**src/design/slhl_pkg.sv**
```systemverilog
package slhl_pkg;

    localparam int SAMPLE_BITS = 10;
    localparam int COUNT_BITS  = 20;
    localparam int WINDOW_BITS = 20;
    localparam int TOL_BITS    = 10;
    localparam int INDEX_BITS  = 2;

    // Width used to compare the elapsed count against the window length.
    localparam int CMP_BITS = (COUNT_BITS > WINDOW_BITS) ? COUNT_BITS : WINDOW_BITS;
    // Width that holds lowest + 2*tolerance without overflow.
    localparam int BOUND_BITS = ((SAMPLE_BITS > TOL_BITS) ? SAMPLE_BITS : TOL_BITS) + 2;

    localparam logic [INDEX_BITS-1:0] REG_WINDOW_LEN = 2'd0;
    localparam logic [INDEX_BITS-1:0] REG_TOLERANCE  = 2'd1;
    localparam logic [INDEX_BITS-1:0] REG_BYPASS     = 2'd2;

    localparam logic [WINDOW_BITS-1:0] WINDOW_RESET = 20'd5000;
    localparam logic [TOL_BITS-1:0]    TOL_RESET    = 10'd10;

    typedef struct packed {
        logic [WINDOW_BITS-1:0] window_len;
        logic [TOL_BITS-1:0]    tolerance;
        logic                   bypass;
    } cfg_t;

    typedef struct packed {
        logic                   locked;
        logic [SAMPLE_BITS-1:0] held;
        logic [SAMPLE_BITS-1:0] lowest;
        logic [COUNT_BITS-1:0]  elapsed;
    } state_t;

endpackage

```
**src/design/slhl_step.sv**
```systemverilog
module slhl_step (
    input  slhl_pkg::cfg_t                     cfg,
    input  slhl_pkg::state_t                   state,
    input  logic [slhl_pkg::SAMPLE_BITS-1:0]   sample,
    output slhl_pkg::state_t                   state_next,
    output logic [slhl_pkg::SAMPLE_BITS-1:0]   out_value,
    output logic                               is_locked
);

    logic [slhl_pkg::COUNT_BITS-1:0] count_inc;
    logic                            in_band;
    logic                            unlock;
    logic                            window_done;
    logic [slhl_pkg::BOUND_BITS-1:0] s_ext;
    logic [slhl_pkg::BOUND_BITS-1:0] held_ext;
    logic [slhl_pkg::BOUND_BITS-1:0] low_ext;
    logic [slhl_pkg::BOUND_BITS-1:0] tol_ext;

    assign s_ext    = slhl_pkg::BOUND_BITS'(sample);
    assign held_ext = slhl_pkg::BOUND_BITS'(state.held);
    assign low_ext  = slhl_pkg::BOUND_BITS'(state.lowest);
    assign tol_ext  = slhl_pkg::BOUND_BITS'(cfg.tolerance);

    assign count_inc = (&state.elapsed) ? state.elapsed
                                        : state.elapsed + slhl_pkg::COUNT_BITS'(1);

    // held - tol < s < held + tol, rearranged so nothing goes negative.
    assign in_band = (held_ext < s_ext + tol_ext) && (s_ext < held_ext + tol_ext);

    // s > lowest + 2*tol - 2, rearranged as s + 2 > lowest + 2*tol.
    assign unlock = (s_ext + slhl_pkg::BOUND_BITS'(2)) > (low_ext + (tol_ext << 1));

    assign window_done = slhl_pkg::CMP_BITS'(count_inc) > slhl_pkg::CMP_BITS'(cfg.window_len);

    always_comb
    begin
        state_next         = state;
        state_next.elapsed = count_inc;
        out_value          = sample;
        if (cfg.bypass)
        begin
            state_next = state;
        end
        else if (state.locked)
        begin
            if (unlock)
            begin
                state_next.locked  = 1'b0;
                state_next.held    = sample;
                state_next.elapsed = '0;
            end
            else
            begin
                if (sample < state.lowest)
                begin
                    state_next.lowest = sample;
                end
                out_value = state.held;
            end
        end
        else if (in_band)
        begin
            if (window_done)
            begin
                state_next.locked = 1'b1;
                state_next.held   = sample;
                state_next.lowest = sample;
            end
        end
        else
        begin
            state_next.held    = sample;
            state_next.elapsed = '0;
        end
        is_locked = cfg.bypass ? 1'b0 : state_next.locked;
    end

endmodule

```
**src/design/stable_level_hold_lock_core.sv**
```systemverilog
// Channel   Direction  Handshake             Payload
// in        input      in_valid / in_stall   sample
// out       output     out_valid / out_stall out_value, is_locked
// cfg       input      cfg_valid / cfg_ready cfg_index, cfg_data
//
// One sample per cycle unless stalled; a result shows the cycle after its sample.
// Lock, held, lowest and elapsed state update on accepted samples outside bypass.
// Reset clears the lock state and loads the register defaults.
// A stalled result holds in the output register; in_stall rises only while it waits.
module stable_level_hold_lock_core (
    input  logic                                clk,
    input  logic                                rst_n,
    input  logic                                in_valid,
    output logic                                in_stall,
    input  logic [slhl_pkg::SAMPLE_BITS-1:0]    sample,
    output logic                                out_valid,
    input  logic                                out_stall,
    output logic [slhl_pkg::SAMPLE_BITS-1:0]    out_value,
    output logic                                is_locked,
    input  logic                                cfg_valid,
    output logic                                cfg_ready,
    input  logic [slhl_pkg::INDEX_BITS-1:0]     cfg_index,
    input  logic [slhl_pkg::WINDOW_BITS-1:0]    cfg_data
);

    slhl_pkg::cfg_t                   cfg_reg;
    slhl_pkg::state_t                 state_reg;
    slhl_pkg::state_t                 state_next;
    logic [slhl_pkg::SAMPLE_BITS-1:0] value_next;
    logic                             locked_next;
    logic [slhl_pkg::SAMPLE_BITS-1:0] out_value_reg;
    logic                             is_locked_reg;
    logic                             out_valid_reg;
    logic                             out_valid_next;
    logic                             in_accept;

    assign cfg_ready = 1'b1;
    assign in_stall  = out_valid_reg && out_stall;
    assign in_accept = in_valid && !in_stall;
    assign out_valid_next = in_accept || (out_valid_reg && out_stall);

    assign out_valid = out_valid_reg;
    assign out_value = out_value_reg;
    assign is_locked = is_locked_reg;

    slhl_step u_step (
        .cfg        (cfg_reg),
        .state      (state_reg),
        .sample     (sample),
        .state_next (state_next),
        .out_value  (value_next),
        .is_locked  (locked_next)
    );

    always_ff @(posedge clk or negedge rst_n)
    begin
        if (!rst_n)
        begin
            cfg_reg.window_len <= slhl_pkg::WINDOW_RESET;
            cfg_reg.tolerance  <= slhl_pkg::TOL_RESET;
            cfg_reg.bypass     <= 1'b0;
        end
        else if (cfg_valid && cfg_ready)
        begin
            unique case (cfg_index)
                slhl_pkg::REG_WINDOW_LEN: cfg_reg.window_len <= cfg_data;
                slhl_pkg::REG_TOLERANCE:
                    cfg_reg.tolerance <= cfg_data[slhl_pkg::TOL_BITS-1:0];
                slhl_pkg::REG_BYPASS:     cfg_reg.bypass <= cfg_data[0];
                default:                  cfg_reg <= cfg_reg;
            endcase
        end
    end

    always_ff @(posedge clk or negedge rst_n)
    begin
        if (!rst_n)
        begin
            state_reg     <= '0;
            out_valid_reg <= 1'b0;
        end
        else
        begin
            out_valid_reg <= out_valid_next;
            if (in_accept)
            begin
                state_reg <= state_next;
            end
        end
    end

    always_ff @(posedge clk)
    begin
        if (in_accept)
        begin
            out_value_reg <= value_next;
            is_locked_reg <= locked_next;
        end
    end

    // Bypass never reports a lock.
    a_bypass_unlocked: assert property (@(posedge clk) disable iff (!rst_n)
        in_accept && cfg_reg.bypass |=> !is_locked)
        else $error("locked result produced in bypass");

    // Once locked, the lowest sample never rises above the held value.
    a_lowest_below_held: assert property (@(posedge clk) disable iff (!rst_n)
        state_reg.locked |-> state_reg.lowest <= state_reg.held)
        else $error("lowest sample above held value while locked");

    // State moves only on an accepted transaction.
    a_state_hold: assert property (@(posedge clk) disable iff (!rst_n)
        !in_accept |=> $stable(state_reg))
        else $error("state changed without an input transaction");

    // A delivered result with no new transaction empties the output register.
    a_out_drain: assert property (@(posedge clk) disable iff (!rst_n)
        out_valid && !out_stall && !in_accept |=> !out_valid)
        else $error("result repeated after delivery");

endmodule
```
**config.mk**
```make
export PLATFORM = sky130hd
export DESIGN_NAME = stable_level_hold_lock_core
export DESIGN_NICKNAME = d
export VERILOG_FILES = /design/src/design/slhl_pkg.sv /design/src/design/slhl_step.sv /design/src/design/stable_level_hold_lock_core.sv
export SDC_FILE = /design/constraint.sdc
export NUM_CORES = 1
export LEC_CHECK = 0
export ABC_AREA = 1
export BUFFER_PORTS_ARGS = -buffer_cell sky130_fd_sc_hd__buf_2
export CORE_MARGIN = 2
export CORE_UTILIZATION = 60
export CTS_CLUSTER_SIZE = 10
export DETAILED_ROUTE_END_ITERATION = 12
export PLACE_DENSITY_LB_ADDON = 0.25
export SLEW_MARGIN = 10
export SYNTH_ARGS = -nofsm -noshare
export SYNTH_HDL_FRONTEND = slang
export SYNTH_HIERARCHICAL = 1
export SYNTH_SLANG_ARGS = --single-unit
```
**constraint.sdc**
```tcl
create_clock -name clk -period 7.3 [get_ports clk]
set_input_delay 0.365 -clock clk [delete_from_list [all_inputs] [get_ports clk]]
set_output_delay 0.365 -clock clk [all_outputs]
set_load 0.02 [all_outputs]
```
# == Yosys cells after proc, flatten, opt, wreduce, memory -nomap -nowiden ==
# Cells that the tools add are included.
# totals
reg_bits,84
inputBits,37
output_inout_bits,14
# classes
n_addsub,5
magnitude_cmp,5
n_eq_ne,6
mux,15
bitwise,1
reduce_logical,15
# ops
operator,count
41-bit 2-to-1 mux,2
10-bit 2-to-1 mux,7
20-bit 2-to-1 mux,3
10-bit by 12-bit less-than comparator with 1-bit output,2
10-bit by 10-bit adder with 11-bit output,2
21-bit 2-to-1 mux,1
20-bit by 1-bit adder with 20-bit output (second input constant),1
20-bit greater-than comparator,1
20-bit AND reduction,1
10-bit by 11-bit adder with 12-bit output,1
12-bit greater-than comparator,1
10-bit by 2-bit adder with 11-bit output (second input constant),1
11-bit 2-to-1 mux,1
10-bit less-than comparator,1
2-bit AND reduction,4
6-bit AND reduction,1
2-bit by 1-bit inequality test with 1-bit output (second input constant),2
4-bit AND reduction,1
2-bit nonzero test,2
1-bit logical AND,3
3-bit inequality test (second input constant),1
2-bit by 1-bit == test with 1-bit output (second input constant),1
2-bit == test (second input constant),1
2-bit zero test,1
other kinds (5),5

# == Logic depth before layout (Yosys ltp) ==
# Gate-level depths: netlist of the first run.
# logic_depth
depth_word,7
ltp_mapped,31

# == Hierarchy ==
# The synthesis of the first run kept the hierarchy.
# modules_own_cells
mod,n_inst,cells_per_inst,area_each_um2,seq_area_each_um2
slhl_step,1,908,4880.9,0.0
stable_level_hold_lock_core,1,337,3294.4,2165.8

# == Least setup slack after synthesis of the first run ==
# OpenSTA, ideal clock, no wires.
# synth_timing
path_type,register to register
startpoint,register state_reg[0] (netlist bit)
endpoint,register state_reg[22] (netlist bit)
setup_time_ps,65
t_arrival_ps,3112
required_ps,7235
slack_ps,4123
path_stages_with_launch,28
path_buffers,1
path_cell_list,dfrtp_1 -> ha_1 -> inv_1 -> nor2_2 -> nand4_1 -> nor3_1 -> nand2_1 -> nand2_1 -> nor2_1 -> xor2_1 -> ha_1 -> nand2_1 -> nor2_1 -> nand2_1 -> nor2_1 -> nand4_1 -> nand2_1 -> buf_2 -> nand2_1 -> nand2_1 -> inv_1 -> nand2_1 -> nand3_1 -> nand2_1 -> nand2_1 -> nand2_1 -> nand3_1 -> nand2_1
# synth_between
elab_chain_len,5
elab_cells_between_ends,6
cone_classes,1 x add/sub; 1 x order compare; 1 x mux; 3 x reduce/logical
# synth_rtl
element,line_no,source
"start, declared",stable_level_hold_lock_core.sv:27,slhl_pkg::state_t state_reg;
"start signal, assigned",stable_level_hold_lock_core.sv:87,state_reg <= state_next;
20-bit by 1-bit adder with 20-bit output / 20-bit AND reduction (equally long branches),"slhl_step.sv:25, slhl_step.sv:24",
20-bit 2-to-1 mux (*),slhl_step.sv:24,assign count_inc = (&state.elapsed) ? state.elapsed
20-bit greater-than comparator (*),slhl_step.sv:33,assign window_done = slhl_pkg::CMP_BITS'(count_inc) > slhl_pkg::CMP_BITS'(cfg.window_len);
2-bit nonzero test (no source line) (*),--,
6-bit AND reduction (no source line) (*),--,
# Mark *: on every way between the ends. The rest lies on a longest branch, timed or not.
# A chain may end at the register's enable or synchronous reset.

==> results of run 1 <==
==> path summary, 6_finish.rpt <==
kind	startpoint	cells after the start	endpoint
setup / recovery	state_reg[5]	23	state_reg[40]
hold / removal	rst_n	1	state_reg[29]
setup reg to reg	state_reg[5]	23	state_reg[40]
hold reg to reg	cfg_reg[23]	2	cfg_reg[23]
max in group asynchronous	rst_n	1	cfg_reg[7]
min in group clk	cfg_data[12]	3	cfg_reg[23]
==> cells by family (layout without fill, tap and decap cells) <==
| kind of cell | after synthesis | count (layout) |
|---|---|---|
| and+or+nand+nor | 684 | 684 |
| buffers and inverters | 195 | 213 |
| AOI/OAI and AO/OA | 147 | 147 |
| adders and majority gates | 92 | 92 |
| DFF | 84 | 84 |
| xor gates and xnor gates | 41 | 41 |
| other | 1 | 1 |
| muxes | 1 | 1 |
==> routing by layer <==
layer  part of all wire, %  GRT usage (%)  vias to the layer above  wire length (microns)
met5                     0              0                        -                      0
met3                   8.3           5.00                       74                   1920
li1                      -              -                     4074                      -
met4                   4.4           14.7                        0                   1020
met1                    43           44.6                     3662                   9990
met2                    44           51.7                      445                  10200
==> power groups by stage <==
stage               sequential (mW)  clock (mW)  combinational, mW
floorplan                     0.740           0               1.62
global placement              0.820           0               1.95
detailed placement            0.820           0               1.98
CTS                           0.815       0.469               2.00
global route                  0.839       0.487               2.34
finish                        0.823       0.461               2.04
==> cell usage in the layout (no fill, tap or decap), drive strengths merged, types with 2 or more instances in the layout <==
cell type	count
clkinv	7
nor4	2
clkbuf	10
nand2	463
xor2	29
ha	89
xnor2	12
edfxtp	11
nand4	35
nor3	11
o211ai	5
dfstp	7
a31oi	3
nand3	118
a21o	2
o21ai	73
a21oi	59
nor2	54
o21bai	3
buf	52
inv	143
fa	3
dfrtp	66
==> area by class of cell <==
type                       instances  area (sq um)
inverter                         145           544
clock inverter                     6          65.1
multi-input combinational        966          5190
tap                              176           220
clock buffer                      10           229
sequential                        84          2170
fill                            1230          4610
timing repair buffer              52           270
==> worst max-delay path: stages (launching register included) <==
cell	delay, ns
dfrtp_1	0.42
nand2_1	0.12
nor2_1	0.17
nand4_1	0.17
nor2_1	0.27
nand4_1	0.18
nor2_1	0.15
xor2_1	0.17
nand2_1	0.12
ha_1	0.32
nand2_1	0.06
nor2_1	0.13
nand2_1	0.10
nor2_1	0.15
nand2_1	0.07
nand3_1	0.33
nand2_1	0.38
inv_1	0.40
nand2_1	0.08
o21ai_0	0.23
inv_1	0.06
o21ai_0	0.07
nand3_1	0.10
nand2_1	0.11
==> through the flow <==
step	cell area [sq um]	utilization, %	cells
after floorplan	8180	-	1245
after global placement	8390	63.1	1423
after detailed placement	8390	63.1	1423
after CTS	8690	65.3	1439
after global routing	8690	65.3	1439
final	8690	65.3	1439
==> results.py, run 1 <==
metrics = {
    "detailed_routing": {
        "drc": 0,
        "vias": 8255,
        "avgViaCountPerCell": 5.74,
        "drt-wirelength-per-cell_microns": 16.0,
        "first_pass_iters": 7,
        "drtIter0Drc": 1062,
        "routed_wl_mm": 23.1,
        "ant_nets": 0,
    },
    "timing": {
        "worstMarginPinSlew_ns": 1.03,
        "rsz0062_at_grt": "no",
        "holdWs_ns": 0.154,
        "worst_slack_ns": 2.85,
        "fmax_mhz": 225,
        "slew_headroom_pct": 31.3,
        "min_period_ns": 4.45,
        "skew_ns": 0.0105,
        "tns_ns": 0,
        "setup_viol_count_final": 0,
        "maxSlewViolCount": 0,
        "min_period_over_period_pct": 61.0,
        "hold_viol": 0,
    },
    "synth": {
        "syn-instance-count": 1245,
        "ys_top_cells_by_area": "nand2_1 21%, dfrtp_1 20%, ha_1 14%",
        "ys_seq_area_share_pct": 26.5,
        "synth_top_area_share_pct": 21.1,
        "ys.flop_type": "dfrtp_1",
        "synth-simple-area-share_pct": 34.8,
        "synth-xor-area-share_pct": 4.39,
        "synth.net_count": 1374,
        "synth.avg_cell_area_sq_um": 6.57,
        "synth_edf_count": 11,
        "synth_seq_cells": 84,
        "synthMuxAreaShare_pct": 0.122,
        "synth_top_family_by_area": "simple AND/OR/NAND/NOR gates",
        "yosysMostFrequentCell": "nand2_1",
        "synth-async-reset-ratio_pct": 86.9,
        "yosysWarningCount": 6,
        "synth_adder_area_share_pct": 14.4,
        "syn_area_sq_um": 8180,
        "synth_compound_area_share_pct": 9.84,
        "synth.distinct_cells": 39,
        "synth_common_cells": "460 x nand2_1, 139 x inv_1, 117 x nand3_1",
        "yosys.area.top_type": "nand2_1",
    },
    "setup_path": {
        "startpoint_type": "register",
        "critPathArrivalTime_ns": 4.74,
        "worstPathRequired_ns": 7.59,
        "crit_type": "reg2reg",
        "cp-end-kind": "register",
        "rrSetupSlack_ns": 2.85,
        "cp_max_fo": 13,
    },
    "pwr": {
        "power_switching_share_pct": 52.1,
        "p_comb_share_pct": 61.4,
        "fin_total_pwr_mw": 3.32,
        "vdd_drop_max_mv": 0.191,
        "clock_power_share_pct": 13.9,
        "p_int_mw": 1.59,
        "p_leak_nw": 4.76,
        "p_switching_mw": 1.73,
        "power_density_nw_per_um2": 383,
        "p_seq_share_pct": 24.8,
    },
    "cts": {
        "clock_path_buffers": 2,
        "post_cts_resized": 0,
        "numCtsBuffers": 9,
        "cts.sinks": 84,
        "ctsHoldBuffers": 0,
        "root_buffer": "clkbuf_16",
        "cts_tree": "done",
        "clk_pin_slew_ns": 0.07,
        "post-cts-setup-buffer-count": 0,
        "h-tree-depth": 3,
        "clk_latency_ns": 0.35,
    },
    "die": {
        "die_area_sq_um": 14600,
        "die_x_microns": 121,
        "die_h_microns": 121,
        "coreArea_sq_um": 13300,
        "start_util_pct": 61.5,
        "rows": 42,
        "io_pins": 51,
    },
    "global_routing": {
        "antenna_found_initial": 0,
        "grt_use_total_pct": 32.8,
        "grt_pass1_wl_mm": 37.5,
        "grt_pass1_vias": 7403,
        "grt_overflow": 0,
        "grt_max_degree": 74,
    },
    "placed_design": {
        "hpwl_mm": 16.9,
        "place.port_buffers": 49,
        "globalplace.congestion": 1.02,
        "place_ws_ns": 2.87,
    },
    "final_layout": {
        "nNetsFinal": 1387,
        "n_antenna_cell": 0,
        "area_growth_pct": 6.26,
        "layout-drive-gt1-share_pct": 6.97,
        "largest_reg_flops": 41,
    },
    "worst_hold_path": {
        "hold_class": "in2async",
    },
    "job": {
        "maxCapViolCount": 0,
    },
    "outcome": {
        "status": "complete, no violations",
    },
}
Note: power is estimated with default switching activity, not from simulation.
==> run 2, diff against run 1 <==
==> constraint.sdc (replaced) <==
create_clock -name clk -period 4.5 [get_ports clk]
set_input_delay 0.225 -clock clk [delete_from_list [all_inputs] [get_ports clk]]
set_output_delay 0.225 -clock clk [all_outputs]
set_load 0.02 [all_outputs]
==> run 2 against run 1 <==
Against the previous run: first-iteration DRC count down 11%; register-to-register slack got worse by 2.4 ns; non-clock buffer count up 15; critical endpoint is now state_reg[26].
==> results.py, run 2 (same netlist as run 1, synthesis figures left out) <==
metrics = {
    "timing": {
        "fmax_mhz": 249,
        "skew_ns": 0.00823,
        "hold_viol": 0,
        "min_period_ns": 4.02,
        "tns_ns": 0,
        "rsz0062_at_grt": "no",
        "slew_headroom_pct": 35.6,
        "setup_viol_count_final": 0,
        "maxSlewViolCount": 0,
        "worstMarginPinSlew_ns": 0.966,
        "holdWs_ns": 0.00499,
        "min_period_over_period_pct": 89.4,
    },
    "placed_design": {
        "placed_cells": 1437,
        "globalplace.congestion": 1.02,
        "hpwl_mm": 17.5,
        "place.port_buffers": 49,
    },
    "global_routing": {
        "grt_max_degree": 74,
        "grt_use_total_pct": 33.8,
        "antenna_found_initial": 0,
        "grt_pass1_vias": 7477,
        "use_met3_pct": 4.06,
        "grt_overflow": 0,
        "met1_usage_pct": 46.1,
        "grt_pass1_wl_mm": 38.3,
        "busiest_layer": "met2",
        "met2_usage_pct": 53.3,
    },
    "pwr": {
        "fin_total_pwr_mw": 5.50,
        "power_density_nw_per_um2": 624,
        "vdd_drop_max_mv": 0.293,
        "p_leak_nw": 4.83,
    },
    "final_layout": {
        "n_antenna_cell": 0,
        "layout-drive-gt1-share_pct": 8.37,
        "final_common_cell": "nand2_1",
        "finalNonFillerCells": 1454,
        "final_cell_mix": "459 x nand2_1, 138 x inv_1, 117 x nand3_1",
        "fill_cells": 1239,
        "nNetsFinal": 1402,
        "area_growth_pct": 7.77,
        "largest_reg_flops": 41,
    },
    "cts": {
        "numCtsBuffers": 9,
        "root_buffer": "clkbuf_16",
        "clk_latency_ns": 0.35,
        "clk_pin_slew_ns": 0.07,
        "cts_tree": "done",
        "cts.sinks": 84,
        "clock_path_buffers": 2,
        "h-tree-depth": 3,
    },
    "setup_path": {
        "startpoint_type": "register",
        "worstPathRequired_ns": 4.79,
        "critPathArrivalTime_ns": 4.31,
        "cp-end-kind": "register",
        "cp_max_fo": 10,
        "crit_type": "reg2reg",
    },
    "detailed_routing": {
        "drt-wirelength-per-cell_microns": 16.3,
        "first_pass_iters": 7,
        "routed_wl_mm": 23.8,
        "drtIter0Drc": 945,
        "ant_nets": 0,
        "vias": 8401,
        "avgViaCountPerCell": 5.78,
        "drc": 0,
    },
    "die": {
        "io_pins": 51,
        "die_h_microns": 121,
        "die_x_microns": 121,
        "start_util_pct": 61.5,
        "coreArea_sq_um": 13300,
        "rows": 42,
        "die_area_sq_um": 14600,
    },
    "worst_hold_path": {
        "hold_class": "in2async",
    },
    "outcome": {
        "status": "complete, no violations",
    },
    "job": {
        "maxCapViolCount": 0,
    },
}
run 2: area by class of cell:
class / count / area (sq um) / share of cell area, %
multi-input combinational: 966 / 5200 / 59.0
tap: 176 / 220 / 2.50
timing repair buffer: 67 / 383 / 4.35
clock buffer: 12 / 268 / 3.04
sequential: 84 / 2170 / 24.6
inverter: 145 / 544 / 6.18
clock inverter: 4 / 30.0 / 0.341
run 2: routing by layer:
metal,vias to the layer above,part of all wire (%),wire (microns)
met5,-,0,0
met4,0,4.5,1080
met3,65,7.7,1840
met2,412,44,10500
met1,3825,44,10300
li1,4099,-,-
run 2: repair_timing:
| item | 4_1_cts | 5_1_grt |
|---|---|---|
| hold endpoints to repair | 0 | 0 |
| setup buffers | 0 | 0 |
| endpoints found under the setup margin | 0 | 2 |
| hold buffers | 0 | 0 |
| resized for setup | 0 | 4 |
run 2: worst paths after layout:
check                              from            end  slack [ns]  cells past startpoint
hold / removal                    rst_n  state_reg[29]       0.005                      1
setup reg to reg           state_reg[0]  state_reg[26]        0.48                     27
hold reg to reg             cfg_reg[14]    cfg_reg[14]        0.46                      2
setup / recovery           state_reg[0]  state_reg[26]        0.48                     27
min in group clk           cfg_data[12]    cfg_reg[23]        0.09                      3
max in group asynchronous         rst_n     cfg_reg[5]        3.84                      1
run 2: power by group:
| group | internal, mW | switching (mW) |
|---|---|---|
| combinational | 1.24 | 2.22 |
| sequential | 0.981 | 0.303 |
| clock | 0.425 | 0.326 |
run 2: stage by stage:
stage          setup slack (ns)  cell area, sq um  util (%)
5_1_grt                  0.0427              8810      66.3
3_5_place_dp              0.484              8500      63.9
2_1_floorplan              1.32              8180         -
6_report                  0.477              8810      66.3
4_1_cts                   0.469              8800      66.2
3_3_place_gp              0.404              8500      63.9
run 2: worst max-delay path: stages (launching register included):
cell,delay [ns]
dfrtp_1,0.46
ha_1,0.28
inv_1,0.11
nor2_2,0.20
nand4_1,0.19
nor3_2,0.23
nand2_1,0.12
nand2_1,0.11
nor2_1,0.06
xor2_1,0.16
ha_1,0.28
nand2_1,0.06
nor2_1,0.12
nand2_1,0.09
nor2_1,0.13
nand4_1,0.20
nand2_1,0.23
buf_4,0.21
nand2_1,0.06
nand2_1,0.05
inv_1,0.04
nand2_1,0.05
nand3_1,0.08
nand2_1,0.13
nand2_1,0.06
nand2_1,0.08
nand3_1,0.07
nand2_1,0.11
==> run 3, diff against run 2 <==
--- a/config.mk
+++ b/config.mk
@@ -7,11 +7,12 @@
 export LEC_CHECK = 0
 export ABC_AREA = 1
 export BUFFER_PORTS_ARGS = -buffer_cell sky130_fd_sc_hd__buf_2
-export CORE_MARGIN = 2
+export CORE_MARGIN = 4
 export CORE_UTILIZATION = 60
 export CTS_CLUSTER_SIZE = 10
 export DETAILED_ROUTE_END_ITERATION = 12
 export PLACE_DENSITY_LB_ADDON = 0.25
+export SETUP_SLACK_MARGIN = 0.5
 export SLEW_MARGIN = 10
 export SYNTH_ARGS = -nofsm -noshare
 export SYNTH_HDL_FRONTEND = slang
==> run 3 against run 2 <==
Against the previous run: first-iteration DRC count rose by 15%; clock-buffer cell count fell by 1; the run now ends with hold timing left; via count fell by 0.44%; sequential share of layout area fell by 0.43 points; critical endpoint unchanged; global-route usage fell by 3.8 points; largest power group unchanged; largest cell class unchanged; utilization rose by 1.2 points; maximum frequency rose by 8.5%.
==> results.py, run 3 (same netlist as run 1, synthesis figures left out) <==
metrics = {
    "cts": {
        "clk_pin_slew_ns": 0.07,
        "cts.sinks": 84,
        "numCtsBuffers": 9,
        "clk_latency_ns": 0.35,
        "h-tree-depth": 3,
        "clock_path_buffers": 2,
        "cts_tree": "done",
        "ctsHoldBuffers": 0,
        "root_buffer": "clkbuf_16",
    },
    "timing": {
        "worstMarginPinSlew_ns": 1.25,
        "min_period_ns": 3.71,
        "tns_ns": 0,
        "holdWs_ns": -0.0181,
        "rsz0062_at_grt": "yes",
        "skew_ns": 0.0136,
        "hold_viol": 7,
        "maxSlewViolCount": 0,
        "fmax_mhz": 270,
        "min_period_over_period_pct": 82.4,
        "slew_headroom_pct": 16.3,
        "setup_viol_count_final": 0,
    },
    "final_layout": {
        "finalNonFillerCells": 1464,
        "area_growth_pct": 9.76,
        "largest_reg_flops": 41,
        "fill_cells": 1220,
        "final_common_cell": "nand2_1",
        "nNetsFinal": 1412,
        "n_antenna_cell": 0,
        "layout-drive-gt1-share_pct": 9.78,
        "design_area_sq_um": 8970,
        "final_cell_mix": "457 x nand2_1, 138 x inv_1, 116 x nand3_1",
        "regArea_sq_um": 2170,
        "multiInputGateArea_sq_um": 5240,
    },
    "pwr": {
        "p_int_mw": 2.78,
        "clock_power_share_pct": 15.2,
        "p_comb_share_pct": 62.2,
        "vdd_drop_max_mv": 0.283,
        "power_switching_share_pct": 50.5,
        "power_density_nw_per_um2": 625,
        "p_leak_nw": 4.91,
        "p_seq_share_pct": 22.7,
        "p_switching_mw": 2.83,
    },
    "die": {
        "rows": 42,
        "io_pins": 51,
        "die_h_microns": 125,
        "die_area_sq_um": 15600,
        "coreArea_sq_um": 13300,
        "start_util_pct": 61.5,
        "die_x_microns": 125,
    },
    "placed_design": {
        "globalplace.congestion": 1.01,
        "place.port_buffers": 49,
        "placed_cells": 1436,
        "hpwl_mm": 17.2,
        "place_area_sq_um": 8490,
    },
    "global_routing": {
        "grt_pass1_vias": 7542,
        "antenna_found_initial": 0,
        "grt_overflow": 0,
        "grt_use_total_pct": 30.0,
        "grt_max_degree": 74,
        "grt_pass1_wl_mm": 38.2,
    },
    "outcome": {
        "status": "finished, violations left",
        "violations": "hold timing",
    },
    "setup_path": {
        "r2r-end": "state_reg[26]",
        "startpoint_type": "register",
        "crit_start": "state_reg[0]",
        "crit_type": "reg2reg",
        "cp-end-kind": "register",
        "reg2reg_depth": 27,
        "critPathArrivalTime_ns": 4.00,
        "cp_max_fo": 10,
        "worstPathRequired_ns": 4.79,
        "rrSetupSlack_ns": 0.79,
        "r2r_start": "state_reg[0]",
    },
    "detailed_routing": {
        "routed_wl_mm": 23.3,
        "ant_nets": 0,
        "drt-wirelength-per-cell_microns": 15.9,
        "first_pass_iters": 6,
        "vias": 8364,
        "drtIter0Drc": 1084,
        "avgViaCountPerCell": 5.71,
        "drc": 0,
    },
    "worst_hold_path": {
        "hold_class": "in2async",
    },
    "job": {
        "maxCapViolCount": 0,
    },
}
[run 3: cell count changes in the layout (fill, tap and decap cells not counted), sizes merged]
cell      previous run  this run
buf                 67        77
bufinv               0         2
clkbuf              12        11
clkinvlp             1         0
[run 3: worst max-delay path by stage]
| stage | cells after the start | endpoint |
|---|---|---|
| 3_5_place_dp | 24 | state_reg[40] |
| 4_1_cts | 23 | state_reg[37] |
| 5_1_grt | 27 | state_reg[26] |
| 3_3_place_gp | 25 | state_reg[40] |
| 2_1_floorplan | 27 | state_reg[22] |
| 6_report | 27 | state_reg[26] |
[run 3: area by class of cell]
cell class / count / share of cell area [%]
clock buffer: 11 / 2.83
clock inverter: 5 / 0.920
inverter: 145 / 6.09
multi-input combinational: 966 / 58.4
sequential: 84 / 24.1
tap: 176 / 2.45
timing repair buffer: 77 / 5.16
[run 3: layer usage]
| layer | wire [microns] | part of all wire (%) | global-route usage (%) |
|---|---|---|---|
| met3 | 1710 | 7.3 | 2.96 |
| met2 | 10300 | 44 | 46.2 |
| met5 | 0 | 0 | 0 |
| met4 | 1160 | 5.0 | 14.8 |
| met1 | 10100 | 43 | 42.1 |
[run 3: worst max-delay path: stages (launching register included)]
cell and delay [ns]:
dfrtp_2 0.38, ha_2 0.21, inv_1 0.10, nor2_4 0.15, nand4_1 0.18, nor3_2 0.28
nand2_1 0.11, nand2_1 0.11, nor2_1 0.06, xor2_1 0.16, ha_1 0.28, nand2_1 0.06
nor2_1 0.10, nand2_1 0.08, nor2_1 0.14, nand2_1 0.09, nand3_2 0.14, buf_6 0.16
nand3_1 0.16, nand2_1 0.13, inv_1 0.04, nand2_1 0.06, nand3_1 0.07, nand2_1 0.10
nand2_1 0.05, nand2_1 0.08, nand3_1 0.07, nand2_1 0.11
[run 3: repair_timing]
action | 4_1_cts | 5_1_grt
resized for setup | 1 | 19
pin swaps | 0 | 6
endpoints found under the setup margin | 11 | 48
buffers inserted | 0 | 11
gates cloned | 0 | 1
[run 3: power by group through the flow]
stage | Sequential (mW) | Combinational (mW) | Clock [mW]
floorplan | 1.20 | 2.62 | 0
global placement | 1.28 | 3.26 | 0
detailed placement | 1.28 | 3.33 | 0
CTS | 1.27 | 3.36 | 0.858
global route | 1.30 | 3.98 | 0.890
finish | 1.27 | 3.48 | 0.850
[run 3: metrics by stage]
step | setup slack [ns] | util, % | power (mW) | hold slack [ns]
2_1_floorplan | 1.32 | - | 3.82 | -0.0706
3_3_place_gp | 0.572 | 63.9 | 4.54 | 0.408
3_5_place_dp | 0.465 | 63.9 | 4.61 | 0.421
4_1_cts | 0.517 | 66.4 | 5.49 | 0.0445
5_1_grt | 0.472 | 67.5 | 6.17 | 0.0777
6_report | 0.791 | 67.5 | 5.60 | -0.0181
